## src/rtl/core/bpfd_pkg.sv

```systemverilog
// Shared widths, codes, types and the filter coefficient table of the band-pass
// fall detector. No dependencies; every other file of the block imports it.
package bpfd_pkg;

   localparam int TIME_BITS = 48;
   localparam int FRAC_BITS = 8;
   localparam int AXIS_BITS = 15;
   localparam int SUMSQ_BITS = 30;
   localparam int SQRT_BITS = SUMSQ_BITS + 1;
   localparam int ROOT_BITS = 15;
   localparam int X_BITS = ROOT_BITS + 1 + FRAC_BITS;
   localparam int Y_BITS = 32;
   localparam int NEG_BITS = Y_BITS + 1;
   localparam int OUT_BITS = 24;
   localparam int COEF_BITS = 17;
   localparam int COEF_FRAC = 16;
   localparam int MUL_B_BITS = 32;
   localparam int PROD_BITS = COEF_BITS + MUL_B_BITS;
   localparam int ACC_BITS = PROD_BITS + 4;
   localparam int ROUND_HALF = 1 << (COEF_FRAC - 1);
   localparam int MG_OFFSET = 1000;
   localparam int NUM_TAPS = 4;
   localparam int TAP_BITS = 2;
   localparam int SQUARE_COUNT = 3;
   localparam int TERM_COUNT = 2 * NUM_TAPS + 1;
   localparam int STEP_BITS = 4;

   localparam int LOWER_BITS = 13;
   localparam int UPPER_BITS = 14;
   localparam int MIN_BITS = 24;
   localparam int MAX_BITS = 24;
   localparam int HOLD_BITS = 26;
   localparam int CSR_INDEX_BITS = 3;
   localparam int CSR_DATA_BITS = 26;

   localparam logic [CSR_INDEX_BITS-1:0] CSR_LOWER_TH = CSR_INDEX_BITS'(0);
   localparam logic [CSR_INDEX_BITS-1:0] CSR_UPPER_TH = CSR_INDEX_BITS'(1);
   localparam logic [CSR_INDEX_BITS-1:0] CSR_MIN_TIME = CSR_INDEX_BITS'(2);
   localparam logic [CSR_INDEX_BITS-1:0] CSR_MAX_TIME = CSR_INDEX_BITS'(3);
   localparam logic [CSR_INDEX_BITS-1:0] CSR_HOLD_TIME = CSR_INDEX_BITS'(4);

   typedef enum logic [1:0] {
      PH_IDLE  = 2'd0,
      PH_ARMED = 2'd1,
      PH_HOLD  = 2'd2
   } phase_type;

   typedef enum logic [2:0] {
      SEQ_IDLE,
      SEQ_SQUARE,
      SEQ_ROOT_GO,
      SEQ_ROOT_WAIT,
      SEQ_FILTER,
      SEQ_ROUND,
      SEQ_DONE
   } seq_state_type;

   typedef struct packed {
      logic signed [LOWER_BITS-1:0] lower_threshold_mg;
      logic signed [UPPER_BITS-1:0] upper_threshold_mg;
      logic [MIN_BITS-1:0]          min_fall_time_us;
      logic [MAX_BITS-1:0]          max_fall_time_us;
      logic [HOLD_BITS-1:0]         hold_time_us;
   } cfg_type;

   localparam cfg_type CFG_RESET = '{
      lower_threshold_mg: LOWER_BITS'(-650),
      upper_threshold_mg: UPPER_BITS'(1100),
      min_fall_time_us:   MIN_BITS'(150),
      max_fall_time_us:   MAX_BITS'(600000),
      hold_time_us:       HOLD_BITS'(2000000)
   };

   typedef struct packed {
      logic                       fall_flag;
      logic [1:0]                 detector_state;
      logic signed [OUT_BITS-1:0] filtered_mg;
   } result_type;

   typedef struct packed {
      logic clear;
      logic mul_en;
   } mac_ctrl_type;

   // term order: b0*x, then per tap b[k]*x[n-k] and -a[k]*y[n-k]
   function automatic logic signed [COEF_BITS-1:0] filter_coef(
      input logic [STEP_BITS-1:0] step
   );
      logic signed [COEF_BITS-1:0] coef;
      case (step)
         4'd0:    coef = COEF_BITS'(13538);
         4'd1:    coef = COEF_BITS'(0);
         4'd2:    coef = COEF_BITS'(59315);
         4'd3:    coef = COEF_BITS'(-27076);
         4'd4:    coef = COEF_BITS'(-39184);
         4'd5:    coef = COEF_BITS'(0);
         4'd6:    coef = COEF_BITS'(19054);
         4'd7:    coef = COEF_BITS'(13538);
         4'd8:    coef = COEF_BITS'(-12833);
         default: coef = COEF_BITS'(0);
      endcase
      return coef;
   endfunction

endpackage

```

## src/rtl/core/bpfd_if.sv

```systemverilog
// Valid/ready channel interfaces of the band-pass fall detector: sample in,
// result out and register writes. Depends on bpfd_pkg for field widths.
interface bpfd_req_if import bpfd_pkg::*; ();
   logic                        valid;
   logic                        ready;
   logic signed [AXIS_BITS-1:0] accel_x_mg;
   logic signed [AXIS_BITS-1:0] accel_y_mg;
   logic signed [AXIS_BITS-1:0] accel_z_mg;
   logic [TIME_BITS-1:0]        sample_time_us;

   modport source (output valid, accel_x_mg, accel_y_mg, accel_z_mg, sample_time_us,
                   input ready);
   modport sink (input valid, accel_x_mg, accel_y_mg, accel_z_mg, sample_time_us,
                 output ready);
endinterface

interface bpfd_rsp_if import bpfd_pkg::*; ();
   logic                       valid;
   logic                       ready;
   logic                       fall_flag;
   logic [1:0]                 detector_state;
   logic signed [OUT_BITS-1:0] filtered_mg;

   modport source (output valid, fall_flag, detector_state, filtered_mg, input ready);
   modport sink (input valid, fall_flag, detector_state, filtered_mg, output ready);
endinterface

interface bpfd_csr_if import bpfd_pkg::*; ();
   logic                      valid;
   logic                      ready;
   logic [CSR_INDEX_BITS-1:0] index;
   logic [CSR_DATA_BITS-1:0]  data;

   modport source (output valid, index, data, input ready);
   modport sink (input valid, index, data, output ready);
endinterface

```

## src/rtl/core/bpfd_mac.sv

```systemverilog
// Shared 17x32 signed multiply-accumulate unit with a registered product.
// Used for the sum of squares and for all filter terms. Depends on bpfd_pkg.
module bpfd_mac import bpfd_pkg::*; (
   input  logic                         clock,
   input  logic                         reset,
   input  mac_ctrl_type                 ctrl,
   input  logic signed [COEF_BITS-1:0]  op_a,
   input  logic signed [MUL_B_BITS-1:0] op_b,
   output logic signed [ACC_BITS-1:0]   acc
);

   logic signed [PROD_BITS-1:0] prod_ff, prod_in;
   logic                        prod_vld_ff, prod_vld_in;
   logic signed [ACC_BITS-1:0]  acc_ff, acc_in;

   always_comb begin
      prod_in = op_a * op_b;
      prod_vld_in = ctrl.mul_en;
      // the product is registered before it is added into the accumulator
      if (ctrl.clear) begin
         acc_in = '0;
      end else if (prod_vld_ff) begin
         acc_in = acc_ff + ACC_BITS'(prod_ff);
      end else begin
         acc_in = acc_ff;
      end
   end

   always_ff @(posedge clock) begin
      if (reset) begin
         prod_vld_ff <= 1'b0;
      end else begin
         prod_vld_ff <= prod_vld_in;
      end
   end

   always_ff @(posedge clock) begin
      prod_ff <= prod_in;
      acc_ff <= acc_in;
   end

   assign acc = acc_ff;

endmodule

```

## src/rtl/core/bpfd_sqrt.sv

```systemverilog
// Restoring integer square root, one result bit per cycle.
// Depends on bpfd_pkg for widths.
module bpfd_sqrt import bpfd_pkg::*; (
   input  logic                  clock,
   input  logic                  reset,
   input  logic                  start,
   input  logic [SUMSQ_BITS-1:0] radicand,
   output logic [ROOT_BITS-1:0]  root,
   output logic                  done
);

   logic [SUMSQ_BITS-1:0] rem_ff, rem_in;
   logic [SQRT_BITS-1:0]  root_ff, root_in;
   logic [SQRT_BITS-1:0]  bit_ff, bit_in;
   logic                  done_ff, done_in;
   logic [SQRT_BITS-1:0]  trial;
   logic                  fits;

   always_comb begin
      trial = root_ff + bit_ff;
      fits = {1'b0, rem_ff} >= trial;
      rem_in = rem_ff;
      root_in = root_ff;
      bit_in = bit_ff;
      done_in = 1'b0;
      if (start) begin
         rem_in = radicand;
         root_in = '0;
         bit_in = SQRT_BITS'(1) << (SQRT_BITS - 1);
      end else if (bit_ff != '0) begin
         if (fits) begin
            rem_in = rem_ff - trial[SUMSQ_BITS-1:0];
            root_in = (root_ff >> 1) + bit_ff;
         end else begin
            root_in = root_ff >> 1;
         end
         bit_in = bit_ff >> 2;
         done_in = (bit_ff == SQRT_BITS'(1));
      end
   end

   always_ff @(posedge clock) begin
      if (reset) begin
         bit_ff <= '0;
         done_ff <= 1'b0;
      end else begin
         bit_ff <= bit_in;
         done_ff <= done_in;
      end
   end

   always_ff @(posedge clock) begin
      rem_ff <= rem_in;
      root_ff <= root_in;
   end

   assign root = root_ff[ROOT_BITS-1:0];
   assign done = done_ff;

endmodule

```

## src/rtl/core/bpfd_detect.sv

```systemverilog
// Detector phase machine: idle, armed, fall hold, driven by the negated filter
// output and sample timestamps. Builds the result fields. Depends on bpfd_pkg.
module bpfd_detect import bpfd_pkg::*; (
   input  logic                      clock,
   input  logic                      reset,
   input  logic                      commit,
   input  logic signed [Y_BITS-1:0]  filt_y,
   input  logic [TIME_BITS-1:0]      sample_time,
   input  cfg_type                   cfg,
   output result_type                result
);

   phase_type                   phase_ff, phase_in;
   logic [TIME_BITS-1:0]        arm_time_ff, arm_time_in;
   logic [TIME_BITS-1:0]        hold_start_ff, hold_start_in;
   logic [TIME_BITS-1:0]        base_time;
   logic [TIME_BITS-1:0]        elapsed;
   logic signed [NEG_BITS-1:0]  neg;
   logic signed [NEG_BITS-1:0]  lo_th;
   logic signed [NEG_BITS-1:0]  up_th;
   logic                        lo_hit;
   logic                        up_hit;
   logic [NEG_BITS-OUT_BITS:0]  neg_top;

   always_comb begin
      neg = -(NEG_BITS'(filt_y));
      lo_th = NEG_BITS'($signed(cfg.lower_threshold_mg)) <<< FRAC_BITS;
      up_th = NEG_BITS'($signed(cfg.upper_threshold_mg)) <<< FRAC_BITS;
      lo_hit = neg > lo_th;
      up_hit = neg > up_th;
      base_time = (phase_ff == PH_HOLD) ? hold_start_ff : arm_time_ff;
      // wraps modulo the timestamp width
      elapsed = sample_time - base_time;
   end

   // next phase
   always_comb begin
      phase_in = phase_ff;
      arm_time_in = arm_time_ff;
      hold_start_in = hold_start_ff;
      case (phase_ff)
         PH_IDLE: begin
            if (lo_hit) begin
               phase_in = PH_ARMED;
               arm_time_in = sample_time;
            end
         end
         PH_ARMED: begin
            if (up_hit) begin
               if (elapsed >= TIME_BITS'(cfg.min_fall_time_us)) begin
                  phase_in = PH_HOLD;
                  hold_start_in = sample_time;
               end
            end else if (elapsed > TIME_BITS'(cfg.max_fall_time_us)) begin
               phase_in = PH_IDLE;
            end
         end
         PH_HOLD: begin
            if (elapsed >= TIME_BITS'(cfg.hold_time_us)) begin
               phase_in = PH_IDLE;
            end
         end
         default: phase_in = PH_IDLE;
      endcase
   end

   // result fields
   always_comb begin
      neg_top = neg[NEG_BITS-1:OUT_BITS-1];
      result.fall_flag = (phase_in == PH_HOLD);
      result.detector_state = phase_in;
      if ((&neg_top) || !(|neg_top)) begin
         result.filtered_mg = neg[OUT_BITS-1:0];
      end else if (neg[NEG_BITS-1]) begin
         result.filtered_mg = {1'b1, {(OUT_BITS-1){1'b0}}};
      end else begin
         result.filtered_mg = {1'b0, {(OUT_BITS-1){1'b1}}};
      end
   end

   always_ff @(posedge clock) begin
      if (reset) begin
         phase_ff <= PH_IDLE;
         arm_time_ff <= '0;
         hold_start_ff <= '0;
      end else if (commit) begin
         phase_ff <= phase_in;
         arm_time_ff <= arm_time_in;
         hold_start_ff <= hold_start_in;
      end
   end

endmodule

```

## src/rtl/core/accel_bandpass_fall_detector_core.sv

```systemverilog
// Band-pass fall detector: each sample transfer produces exactly one result
// transfer. A sample is worked through in order, and the block takes no new
// sample until it is done: 3 squares on the shared 17x32 multiply-accumulate
// unit, a 16-step square root with its start and done, 9 filter terms on the
// same multiply-accumulate unit, then rounding and the phase decision. The
// result sits in an output register, so the next sample is taken while it
// waits; only a result still untaken when the following one finishes holds
// the block. Registers may be written at any time the block is idle. Depends
// on bpfd_pkg, bpfd_if, bpfd_mac, bpfd_sqrt and bpfd_detect.
module accel_bandpass_fall_detector_core import bpfd_pkg::*; (
   input  logic      clock,
   input  logic      reset,
   bpfd_req_if.sink   req_bus,
   bpfd_rsp_if.source rsp_bus,
   bpfd_csr_if.sink   csr_bus
);

   seq_state_type               state_ff, state_in;
   logic [STEP_BITS-1:0]        step_ff, step_in;
   cfg_type                     cfg_ff, cfg_in;
   logic signed [AXIS_BITS-1:0] ax_ff, ay_ff, az_ff;
   logic [TIME_BITS-1:0]        time_ff;
   logic signed [X_BITS-1:0]    x_ff, x_in;
   logic signed [Y_BITS-1:0]    y_ff, y_in;
   logic signed [X_BITS-1:0]    in_hist_ff [NUM_TAPS];
   logic signed [Y_BITS-1:0]    out_hist_ff [NUM_TAPS];
   result_type                  rsp_ff;
   logic                        rsp_valid_ff, rsp_valid_in;

   logic                        req_ready;
   logic                        req_take;
   logic                        csr_take;
   logic                        slot_free;
   logic                        commit;
   mac_ctrl_type                mac_ctrl;
   logic signed [COEF_BITS-1:0] op_a;
   logic signed [MUL_B_BITS-1:0] op_b;
   logic signed [ACC_BITS-1:0]  acc;
   logic                        sqrt_start;
   logic                        sqrt_done;
   logic [ROOT_BITS-1:0]        sqrt_root;
   logic signed [AXIS_BITS-1:0] axis_sel;
   logic [TAP_BITS-1:0]         odd_idx;
   logic [TAP_BITS-1:0]         even_idx;
   logic signed [ROOT_BITS:0]   root_diff;
   logic signed [ACC_BITS-1:0]  rounded;
   logic signed [ACC_BITS-1:0]  shifted;
   logic [ACC_BITS-Y_BITS:0]    shifted_top;
   result_type                  det_result;

   assign req_take = req_bus.valid && req_ready;
   assign csr_take = csr_bus.valid;
   assign slot_free = !rsp_valid_ff || rsp_bus.ready;

   assign req_bus.ready = req_ready;
   assign csr_bus.ready = 1'b1;
   assign rsp_bus.valid = rsp_valid_ff;
   assign rsp_bus.fall_flag = rsp_ff.fall_flag;
   assign rsp_bus.detector_state = rsp_ff.detector_state;
   assign rsp_bus.filtered_mg = rsp_ff.filtered_mg;

   // register writes
   always_comb begin
      cfg_in = cfg_ff;
      if (csr_take) begin
         case (csr_bus.index)
            CSR_LOWER_TH:  cfg_in.lower_threshold_mg = csr_bus.data[LOWER_BITS-1:0];
            CSR_UPPER_TH:  cfg_in.upper_threshold_mg = csr_bus.data[UPPER_BITS-1:0];
            CSR_MIN_TIME:  cfg_in.min_fall_time_us = csr_bus.data[MIN_BITS-1:0];
            CSR_MAX_TIME:  cfg_in.max_fall_time_us = csr_bus.data[MAX_BITS-1:0];
            CSR_HOLD_TIME: cfg_in.hold_time_us = csr_bus.data[HOLD_BITS-1:0];
            default:       cfg_in = cfg_ff;
         endcase
      end
   end

   // sequencer next state
   always_comb begin
      state_in = state_ff;
      step_in = step_ff;
      case (state_ff)
         SEQ_IDLE: begin
            step_in = '0;
            if (req_take) begin
               state_in = SEQ_SQUARE;
            end
         end
         SEQ_SQUARE: begin
            step_in = step_ff + STEP_BITS'(1);
            if (step_ff == STEP_BITS'(SQUARE_COUNT)) begin
               state_in = SEQ_ROOT_GO;
               step_in = '0;
            end
         end
         SEQ_ROOT_GO: state_in = SEQ_ROOT_WAIT;
         SEQ_ROOT_WAIT: begin
            if (sqrt_done) begin
               state_in = SEQ_FILTER;
               step_in = '0;
            end
         end
         SEQ_FILTER: begin
            step_in = step_ff + STEP_BITS'(1);
            if (step_ff == STEP_BITS'(TERM_COUNT)) begin
               state_in = SEQ_ROUND;
               step_in = '0;
            end
         end
         SEQ_ROUND: state_in = SEQ_DONE;
         SEQ_DONE: begin
            if (slot_free) begin
               state_in = SEQ_IDLE;
            end
         end
         default: state_in = SEQ_IDLE;
      endcase
   end

   // sequencer outputs
   always_comb begin
      req_ready = 1'b0;
      mac_ctrl = '0;
      sqrt_start = 1'b0;
      commit = 1'b0;
      case (state_ff)
         SEQ_IDLE: begin
            req_ready = 1'b1;
            mac_ctrl.clear = 1'b1;
         end
         SEQ_SQUARE: mac_ctrl.mul_en = step_ff < STEP_BITS'(SQUARE_COUNT);
         SEQ_ROOT_GO: begin
            sqrt_start = 1'b1;
            mac_ctrl.clear = 1'b1;
         end
         SEQ_FILTER: mac_ctrl.mul_en = step_ff < STEP_BITS'(TERM_COUNT);
         SEQ_DONE: commit = slot_free;
         default: commit = 1'b0;
      endcase
   end

   // operand select for the shared multiplier
   always_comb begin
      odd_idx = step_ff[TAP_BITS:1];
      even_idx = TAP_BITS'(step_ff[STEP_BITS-1:1] - 3'd1);
      case (step_ff[1:0])
         2'd0:    axis_sel = ax_ff;
         2'd1:    axis_sel = ay_ff;
         default: axis_sel = az_ff;
      endcase
      if (state_ff == SEQ_SQUARE) begin
         op_a = COEF_BITS'(axis_sel);
         op_b = MUL_B_BITS'(axis_sel);
      end else begin
         op_a = filter_coef(step_ff);
         if (step_ff == '0) begin
            op_b = MUL_B_BITS'(x_ff);
         end else if (step_ff[0]) begin
            op_b = MUL_B_BITS'(in_hist_ff[odd_idx]);
         end else begin
            op_b = MUL_B_BITS'(out_hist_ff[even_idx]);
         end
      end
   end

   // magnitude minus 1 g, then round and saturate the filter sum
   always_comb begin
      root_diff = $signed({1'b0, sqrt_root}) - $signed((ROOT_BITS + 1)'(MG_OFFSET));
      x_in = {root_diff, {FRAC_BITS{1'b0}}};
      rounded = acc + $signed(ACC_BITS'(ROUND_HALF));
      shifted = rounded >>> COEF_FRAC;
      shifted_top = shifted[ACC_BITS-1:Y_BITS-1];
      if ((&shifted_top) || !(|shifted_top)) begin
         y_in = shifted[Y_BITS-1:0];
      end else if (shifted[ACC_BITS-1]) begin
         y_in = {1'b1, {(Y_BITS-1){1'b0}}};
      end else begin
         y_in = {1'b0, {(Y_BITS-1){1'b1}}};
      end
      rsp_valid_in = commit || (rsp_valid_ff && !rsp_bus.ready);
   end

   always_ff @(posedge clock) begin
      if (reset) begin
         state_ff <= SEQ_IDLE;
         step_ff <= '0;
         cfg_ff <= CFG_RESET;
         rsp_valid_ff <= 1'b0;
         for (int i = 0; i < NUM_TAPS; i++) begin
            in_hist_ff[i] <= '0;
            out_hist_ff[i] <= '0;
         end
      end else begin
         state_ff <= state_in;
         step_ff <= step_in;
         cfg_ff <= cfg_in;
         rsp_valid_ff <= rsp_valid_in;
         if (commit) begin
            for (int i = NUM_TAPS - 1; i > 0; i--) begin
               in_hist_ff[i] <= in_hist_ff[i-1];
               out_hist_ff[i] <= out_hist_ff[i-1];
            end
            in_hist_ff[0] <= x_ff;
            out_hist_ff[0] <= y_ff;
         end
      end
   end

   always_ff @(posedge clock) begin
      if (req_take) begin
         ax_ff <= req_bus.accel_x_mg;
         ay_ff <= req_bus.accel_y_mg;
         az_ff <= req_bus.accel_z_mg;
         time_ff <= req_bus.sample_time_us;
      end
      if (state_ff == SEQ_ROOT_WAIT && sqrt_done) begin
         x_ff <= x_in;
      end
      if (state_ff == SEQ_ROUND) begin
         y_ff <= y_in;
      end
      if (commit) begin
         rsp_ff <= det_result;
      end
   end

   bpfd_mac u_mac (
      .clock (clock),
      .reset (reset),
      .ctrl  (mac_ctrl),
      .op_a  (op_a),
      .op_b  (op_b),
      .acc   (acc)
   );

   bpfd_sqrt u_sqrt (
      .clock    (clock),
      .reset    (reset),
      .start    (sqrt_start),
      .radicand (acc[SUMSQ_BITS-1:0]),
      .root     (sqrt_root),
      .done     (sqrt_done)
   );

   bpfd_detect u_detect (
      .clock       (clock),
      .reset       (reset),
      .commit      (commit),
      .filt_y      (y_ff),
      .sample_time (time_ff),
      .cfg         (cfg_ff),
      .result      (det_result)
   );

endmodule

```

## src/flat_wrapper.sv

```systemverilog
// flat-port wrapper written by rule: the top's interface ports become plain ports
module accel_bandpass_fall_detector_core_flat import bpfd_pkg::*;
  (clock, reset, req_bus_valid, req_bus_accel_x_mg, req_bus_accel_y_mg, req_bus_accel_z_mg, req_bus_sample_time_us, req_bus_ready, rsp_bus_valid, rsp_bus_fall_flag, rsp_bus_detector_state, rsp_bus_filtered_mg, rsp_bus_ready, csr_bus_valid, csr_bus_index, csr_bus_data, csr_bus_ready);
  bpfd_req_if req_bus_i ();
  bpfd_rsp_if rsp_bus_i ();
  bpfd_csr_if csr_bus_i ();
  input  logic clock;
  input  logic reset;
  input wire logic [$bits(req_bus_i.valid)-1:0] req_bus_valid;
  input wire logic [$bits(req_bus_i.accel_x_mg)-1:0] req_bus_accel_x_mg;
  input wire logic [$bits(req_bus_i.accel_y_mg)-1:0] req_bus_accel_y_mg;
  input wire logic [$bits(req_bus_i.accel_z_mg)-1:0] req_bus_accel_z_mg;
  input wire logic [$bits(req_bus_i.sample_time_us)-1:0] req_bus_sample_time_us;
  output wire logic [$bits(req_bus_i.ready)-1:0] req_bus_ready;
  output wire logic [$bits(rsp_bus_i.valid)-1:0] rsp_bus_valid;
  output wire logic [$bits(rsp_bus_i.fall_flag)-1:0] rsp_bus_fall_flag;
  output wire logic [$bits(rsp_bus_i.detector_state)-1:0] rsp_bus_detector_state;
  output wire logic [$bits(rsp_bus_i.filtered_mg)-1:0] rsp_bus_filtered_mg;
  input wire logic [$bits(rsp_bus_i.ready)-1:0] rsp_bus_ready;
  input wire logic [$bits(csr_bus_i.valid)-1:0] csr_bus_valid;
  input wire logic [$bits(csr_bus_i.index)-1:0] csr_bus_index;
  input wire logic [$bits(csr_bus_i.data)-1:0] csr_bus_data;
  output wire logic [$bits(csr_bus_i.ready)-1:0] csr_bus_ready;
  assign req_bus_i.valid = req_bus_valid;
  assign req_bus_i.accel_x_mg = req_bus_accel_x_mg;
  assign req_bus_i.accel_y_mg = req_bus_accel_y_mg;
  assign req_bus_i.accel_z_mg = req_bus_accel_z_mg;
  assign req_bus_i.sample_time_us = req_bus_sample_time_us;
  assign req_bus_ready = req_bus_i.ready;
  assign rsp_bus_valid = rsp_bus_i.valid;
  assign rsp_bus_fall_flag = rsp_bus_i.fall_flag;
  assign rsp_bus_detector_state = rsp_bus_i.detector_state;
  assign rsp_bus_filtered_mg = rsp_bus_i.filtered_mg;
  assign rsp_bus_i.ready = rsp_bus_ready;
  assign csr_bus_i.valid = csr_bus_valid;
  assign csr_bus_i.index = csr_bus_index;
  assign csr_bus_i.data = csr_bus_data;
  assign csr_bus_ready = csr_bus_i.ready;
  accel_bandpass_fall_detector_core u_core (.clock(clock), .reset(reset), .req_bus(req_bus_i), .rsp_bus(rsp_bus_i), .csr_bus(csr_bus_i));
endmodule
```

## config.mk

```make
export PLATFORM = sky130hd
export DESIGN_NAME = accel_bandpass_fall_detector_core_flat
export DESIGN_NICKNAME = d
export VERILOG_FILES = /design/src/rtl/core/bpfd_pkg.sv /design/src/rtl/core/bpfd_if.sv /design/src/rtl/core/bpfd_mac.sv /design/src/rtl/core/bpfd_sqrt.sv /design/src/rtl/core/bpfd_detect.sv /design/src/rtl/core/accel_bandpass_fall_detector_core.sv /design/src/flat_wrapper.sv
export SDC_FILE = /design/constraint.sdc
export NUM_CORES = 2
export LEC_CHECK = 0
export BUFFER_PORTS_ARGS = -buffer_cell sky130_fd_sc_hd__buf_2
export CORE_MARGIN = 2
export CORE_UTILIZATION = 60
export CTS_CLUSTER_DIAMETER = 60
export DETAILED_ROUTE_END_ITERATION = 10
export PLACE_DENSITY = 0.77
export SYNTH_ARGS = -nofsm -noshare
export SYNTH_HDL_FRONTEND = slang
export SYNTH_SLANG_ARGS = --single-unit
```

## constraint.sdc

```tcl
create_clock -name clock -period 12.5 [get_ports clock]
set_input_delay 2.5 -clock clock [delete_from_list [all_inputs] [get_ports clock]]
set_output_delay 2.5 -clock clock [all_outputs]
set_load 0.005 [all_outputs]
```

# Word-level counts from Yosys, hierarchy flattened

Memory sizes are Yosys's and may differ from the RTL's. A register that Yosys moved wholly into a read port is not among the register bits.
Index checks and enable logic that the tools add are counted.

Memory bits (writable): 224
Memories kept: 3
Input bits: 127
Bits in read-only memories: 272
Output and inout port bits: 30
Word-level logic and storage cells: 172
Bits in registers: 556

Bitwise logic cells: 9
Equality and inequality tests: 22
$add $sub $neg: 10
Reductions and logical operators: 37
Multiplexer cells: 54
Order comparisons: 8
Multipliers: 1

Memory list:

| memory             | words | width | read ports | clocked after Yosys merged registers in | wr ports | RTL line                                | RTL |
|---|---|---|---|---|---|---|---|
| (name not given)   | 16    | 17    | 1          | 1                                       | 0        | bpfd_pkg.sv:90                          | `case (step)` |
| u_core.out_hist_ff | 4     | 32    | 4          | 0                                       | 4        | accel_bandpass_fall_detector_core.sv:26 | `logic signed [Y_BITS-1:0] out_hist_ff [NUM_TAPS];` |
| u_core.in_hist_ff  | 4     | 24    | 4          | 1                                       | 4        | accel_bandpass_fall_detector_core.sv:25 | `logic signed [X_BITS-1:0] in_hist_ff [NUM_TAPS];` |

Operators with widths:

| cell                     | number |
|---|---|
| $mux W32                 | 9 |
| $mux W24                 | 6 |
| $mux W31                 | 3 |
| $mux W30                 | 3 |
| $add A53 B17 Y53 const B | 1 |
| $add A53 B49 Y53         | 1 |
| $mul A17 B32 Y49         | 1 |
| $ge A48 B24 Y1           | 1 |
| $ge A48 B26 Y1           | 1 |
| $gt A48 B24 Y1           | 1 |
| $mux W48                 | 1 |
| $sub A48 B48 Y48         | 1 |
| $gt A33 B21 Y1           | 1 |
| $gt A33 B22 Y1           | 1 |
| $neg A32 Y33             | 1 |
| $add A30 B31 Y31         | 1 |
| $add A31 B31 Y31         | 1 |
| $ge A30 B31 Y1           | 1 |
| $reduce_bool A31 Y1      | 1 |
| $pmux W15 S2             | 1 |
| $sub A30 B30 Y30         | 1 |
| $pmux W3 S7              | 1 |
| $mux W4                  | 5 |
| $mux W17                 | 1 |
| 41 further kinds         | 96 |

# Depth between registers and ports, before layout

Word-level depth: 8
Mapped depth: 39
Gate-level depth less buffers: 33

# Modules after synthesis

Synthesis repeated with hierarchy kept, for this count alone.

Cells, all modules: 6735
Area total of the unflattened synthesis: 63545.9 um2

Modules (own cells, without submodules):

| module                            | area an instance (um2) | cells an instance | seq. area each (um2) | instances |
|---|---|---|---|---|
| bpfd_mac                          | 24533.5                | 2767              | 2062.0               | 1 |
| accel_bandpass_fall_detector_core | 20293.2                | 1632              | 13332.8              | 1 |
| bpfd_detect                       | 12042.8                | 1532              | 1961.9               | 1 |
| bpfd_sqrt                         | 6676.4                 | 804               | 1861.8               | 1 |

# Worst setup path after synthesis

Ideal clock, no wire load.

Path type: reg2reg
Start point: register u_core.step_ff[1]
End point: register u_core.u_mac.prod_ff[46]
Clock period less this slack: 9211 ps
Setup time: 72 ps
Arrival time: 9139 ps
Path buffers: 7
Path slack: 3289 ps
Stages on the path, launching flop included: 39
Required time: 12428 ps
Cell sequence: dfxtp_1 -> clkbuf_1 -> buf_1 -> clkbuf_1 -> inv_1 -> ha_1 -> clkbuf_1 -> nor2_1 -> clkbuf_1 -> nand2_1 -> nand3_1 -> o21a_1 -> clkbuf_1 -> clkbuf_1 -> nand2_1 -> fa_1 -> inv_1 -> fa_1 -> [3 not listed] -> fa_1 -> fa_1 -> inv_1 -> fa_1 -> inv_1 -> ha_1 -> a21o_1 -> a21o_1 -> a21oi_1 -> o31a_1 -> o21ai_0 -> a21oi_1 -> o2111ai_1 -> a32oi_1 -> o21bai_1 -> a21o_1 -> a21oi_1 -> xnor2_1

Cells in the longest elaborated chain, start to end: 6
Elaborated cells on any way between the ends: 11
Classes of those cells: add/sub: 1; mul: 1; eq/ne: 1; mux: 5; reduce/logical: 2; memory: 1

Ends and longest elaborated chain:

| element                            | RTL line                                 | RTL |
|---|---|---|
| from (decl)                        | accel_bandpass_fall_detector_core.sv:19  | `logic [STEP_BITS-1:0] step_ff, step_in;` |
| from (signal assigned)             | accel_bandpass_fall_detector_core.sv:194 | `step_ff <= step_in;` |
| $sub A2 B1 Y2                      | accel_bandpass_fall_detector_core.sv:144 | `even_idx = TAP_BITS'(step_ff[STEP_BITS-1:1] - 3'd1);` |
| $mem_v2 Z4 W32                     | --                                       |  |
| $mux W32                           | accel_bandpass_fall_detector_core.sv:157 | `end else if (step_ff[0]) begin` |
| $mux W32                           | accel_bandpass_fall_detector_core.sv:155 | `if (step_ff == '0) begin` |
| $mux W32                           | accel_bandpass_fall_detector_core.sv:150 | `if (state_ff == SEQ_SQUARE) begin` |
| $mul A17 B32 Y49 *                 | bpfd_mac.sv:17                           | `prod_in = op_a * op_b;` |
| named net u_core.u_mac.prod_in[46] | bpfd_mac.sv:12                           | `logic signed [PROD_BITS-1:0] prod_ff, prod_in;` |
| to (signal assigned)               | bpfd_mac.sv:38                           | `prod_ff <= prod_in;` |
| to (decl)                          | bpfd_mac.sv:12                           |  |

The timed path passes the listed nets; every way through them passes the cells marked *.
A chain may end at the register's enable or synchronous reset.

# Worst setup path in the final report

Start point: register u_core.step_ff[0]
End point: register u_core.u_mac.prod_ff[46]

Cells in the longest elaborated chain, start to end: 4
Elaborated cells on any way between the ends: 9
Classes of those cells: mul: 1; eq/ne: 1; mux: 5; reduce/logical: 2

Ends and longest elaborated chain:

| element                                    | RTL line                                                                           | RTL |
|---|---|---|
| $eq A2 B1 Y1, or another cell as far along | accel_bandpass_fall_detector_core.sv:145                                           | `case (step_ff[1:0])` |
| $pmux W15 S2 or $mux W32 (tied branches)   | accel_bandpass_fall_detector_core.sv:145, accel_bandpass_fall_detector_core.sv:155 |  |
| $mux W17 or $mux W32 (tied branches)       | accel_bandpass_fall_detector_core.sv:150                                           |  |
| $mul A17 B32 Y49 *                         | bpfd_mac.sv:17                                                                     |  |
| named net u_core.u_mac.prod_in[46]         | bpfd_mac.sv:12                                                                     |  |

Marked as above.

==> reports/metrics.yaml <==
min_path:
  min_path_cells: 2
  hp-class: "flip-flop to flip-flop"
  hold_start: "u_core.u_sqrt.bit_ff[0]$_SDFFE_PP0P_"
timing:
  slew_headroom_pct: 7.44
  skew_ns: 0.0744
  fin_crit_ns: 10.44
  finalMaxSlewViolations: 0
  rsz0062_at_grt: "false"
  setup_viol: 0
  post-route-period-util_pct: 83.5
  max_freq_mhz: 95.8
  hold_violations: 0
  fin_tns_setup_ns: 0
  fin_ws_ns: 2.06
  worstMarginPinSlew_ns: 1.39
floorplan:
  die_w_um: 323
  coreArea_um2: 101000
  dieHeight_um: 323
  start_util_pct: 60.3
  ios: 157
  die-area_um2: 104000
  num_rows: 117
yosys:
  avgSynthCellArea_um2: 9.30
  synth_top_cells_by_area: "edfxtp_1 (19%), fa_1 (17%), dfxtp_1 (12%), ha_1 (8.4%), inv_1 (4.6%)"
  async_flop_share_pct: 0
  synth_edf_count: 390
  synth_cell_types: 85
  synth_top_cell_by_area: "edfxtp_1"
  netlist_area_um2: 61200
  ys.flop_type: "edfxtp_1"
  ys_warn_count: 0
  seq_area_frac_synth_pct: 31.4
  ys_ff_latch: 765
  syn-num-nets: 7644
  syn_inst: 6579
  synth.top_cell.area_share_pct: 19.1
cts:
  cts_buffers: 90
  insertion_delay_ns: 0.70
  cts_tree: "yes"
  root_buffer: "clkbuf_16"
  clock_sinks: 765
  ctsResizeCount: 0
  post-cts-setup-buffers: 0
  clkTransAtPathRegs_ns: 0.06
  clockBufferDepth: 3
  hold_buffers: 0
  htreeDepth: 3
routing:
  drc: 0
  drtIter0Drc: 4202
  wl_per_cell_um: 21.3
  vias: 48300
  dr.pass1.iters: 6
  vias_per_cell: 5.99
  wirelength_um: 172000
  antenna_left: 0
placement:
  dp_hpwl_um: 129000
  io_buffers: 155
  gp_congestion: 0.972
  dp_worst_setup_slack_ns: 2.21
setup_path:
  critPathCaptureType: "flip-flop"
  crit_required_ns: 13.12
  crit_top_cell: "fa_1"
  crit_arrival_ns: 11.06
  crit_slowest_cell: "a21oi_1"
  critPathLaunchType: "flip-flop"
  worst-setup-path-type: "flip-flop to flip-flop"
  cp-startpoint: "u_core.step_ff[0]$_SDFFE_PP0P_"
  critPathMaxStageDelay_ns: 1.07
  reg2reg_depth: 30
  cp-endpoint: "u_core.u_mac.prod_ff[46]$_DFF_P_"
  r2r_slack_ns: 2.06
  crit_path_max_fanout: 21
  regToRegStartpoint: "u_core.step_ff[0]$_SDFFE_PP0P_"
  regToRegEndpoint: "u_core.u_mac.prod_ff[46]$_DFF_P_"
run:
  drv_cap: 0
layout:
  layout_common_cells: "inv_1 (745), nor2_1 (727), nand2_1 (680)"
  final_common_cell: "inv_1"
  fin_nets: 7675
  drive_above_1_share_pct: 7.61
  antenna-diode-count: 0
  syn2layout_area_growth_pct: 8.70
grt:
  overflow: 0
  grt_pass1_vias: 48400
  grt_usage_pct: 33.4
  antenna_found_initial: 4
  grt_pass1_wl_um: 271000
  grt_max_degree: 114
run_status:
  status: "complete, no violations"
==> cells by family after synthesis <==
kind of cell / share of synthesized area [%]
compound gates: 12.7
xor+xnor: 3.78
other cells: 0.00613
buf+inv: 6.42
flops: 31.4
mux: 4.13
fa+ha+maj: 25.6
simple gates: 15.9
==> routing by layer <==
| metal | global-route usage, % | routed length, µm | share of wire [%] |
|---|---|---|---|
| met5 | 0 | 12 | 0.0070 |
| met4 | 15.0 | 8390 | 4.9 |
| met3 | 7.12 | 14800 | 8.6 |
| met2 | 52.7 | 78300 | 46 |
| met1 | 44.4 | 70400 | 41 |
==> cells in the mapped netlist, types with 14 or more instances <==
master / number
o211ai_1: 29
a211o_1: 17
xor2_1: 108
o31ai_1: 60
o21ai_1: 32
and2_1: 231
nand2_1: 681
o21ai_0: 176
buf_1: 31
nor3_1: 68
nand3b_1: 22
nand4_1: 101
nor4_1: 26
mux4_2: 40
o21bai_1: 37
or3_1: 19
xnor2_1: 156
and3_1: 41
nor2b_1: 44
a21o_1: 141
a21oi_1: 464
clkbuf_1: 245
a22oi_1: 18
or2_2: 16
a31oi_1: 48
nor2_1: 731
nand3_1: 81
fa_1: 525
a211oi_1: 43
a31o_2: 14
mux2i_1: 150
o21a_1: 62
edfxtp_1: 390
ha_1: 413
dfxtp_1: 375
inv_1: 745
nand2b_1: 44
==> worst max-delay path, delay by kind of cell, from the launching register on <==
kind / cells / cell delay [ns]
simple gates: 5 / 1.33
xor+xnor: 1 / 0.14
buf+inv: 5 / 0.73
fa+ha+maj: 8 / 3.80
compound gates: 11 / 3.54
flops: 1 / 0.86
==> layout make-up <==
cell class | instances | area (µm²)
multi-input combinational | 4778 | 38100
fill | 8217 | 35000
sequential | 765 | 19200
inverter | 747 | 2800
clock buffer | 107 | 2450
tap | 1368 | 1710
timing repair buffer | 228 | 1330
clock inverter | 63 | 830
==> sequential cells by signal, summed over array words and instances, names as in the netlist, 24 cells and up, named ones only <==
signal and flops:
u_core.u_sqrt.rem_ff 30, u_core.out_hist_ff 128, u_core.u_mac.prod_ff 49, u_core.u_mac.acc 53
u_core.y_ff 32, u_core.cfg_ff 101, u_core.time_ff 48, u_core.u_sqrt.root_ff 31
u_core.u_detect.arm_time_ff 48, u_core.in_hist_ff 64, u_core.rsp_bus.filtered_mg 24, u_core.u_detect.hold_start_ff 48
==> per-stage QoR <==
stage / hold slack [ns] / area (µm²) / cells / util (%)
after floorplan: 0.429 / 61200 / 6579 / -
after global placement: 0.442 / 63200 / 7886 / 62.3
after detailed placement: 0.447 / 63200 / 7886 / 62.3
after CTS: 0.448 / 66500 / 8056 / 65.5
after global routing: 0.471 / 66500 / 8056 / 65.5
final: 0.450 / 66500 / 8056 / 65.5
==> worst min-delay path by stage <==
stage | endpoint | slack, ns
2_1_floorplan | u_core.x_ff[8]$_DFFE_PP_ | 0.43
3_3_place_gp | u_core.cfg_ff[4]$_SDFFE_PP0P_ | 0.44
3_5_place_dp | u_core.cfg_ff[5]$_SDFFE_PP0P_ | 0.45
4_1_cts | u_core.u_sqrt.done$_SDFF_PP0_ | 0.45
5_1_grt | u_core.u_sqrt.done$_SDFF_PP0_ | 0.47
6_report | u_core.u_sqrt.done$_SDFF_PP0_ | 0.45
Power is not shown: default switching activity piles up to over one toggle a cycle in this logic, so the estimate is an artifact.
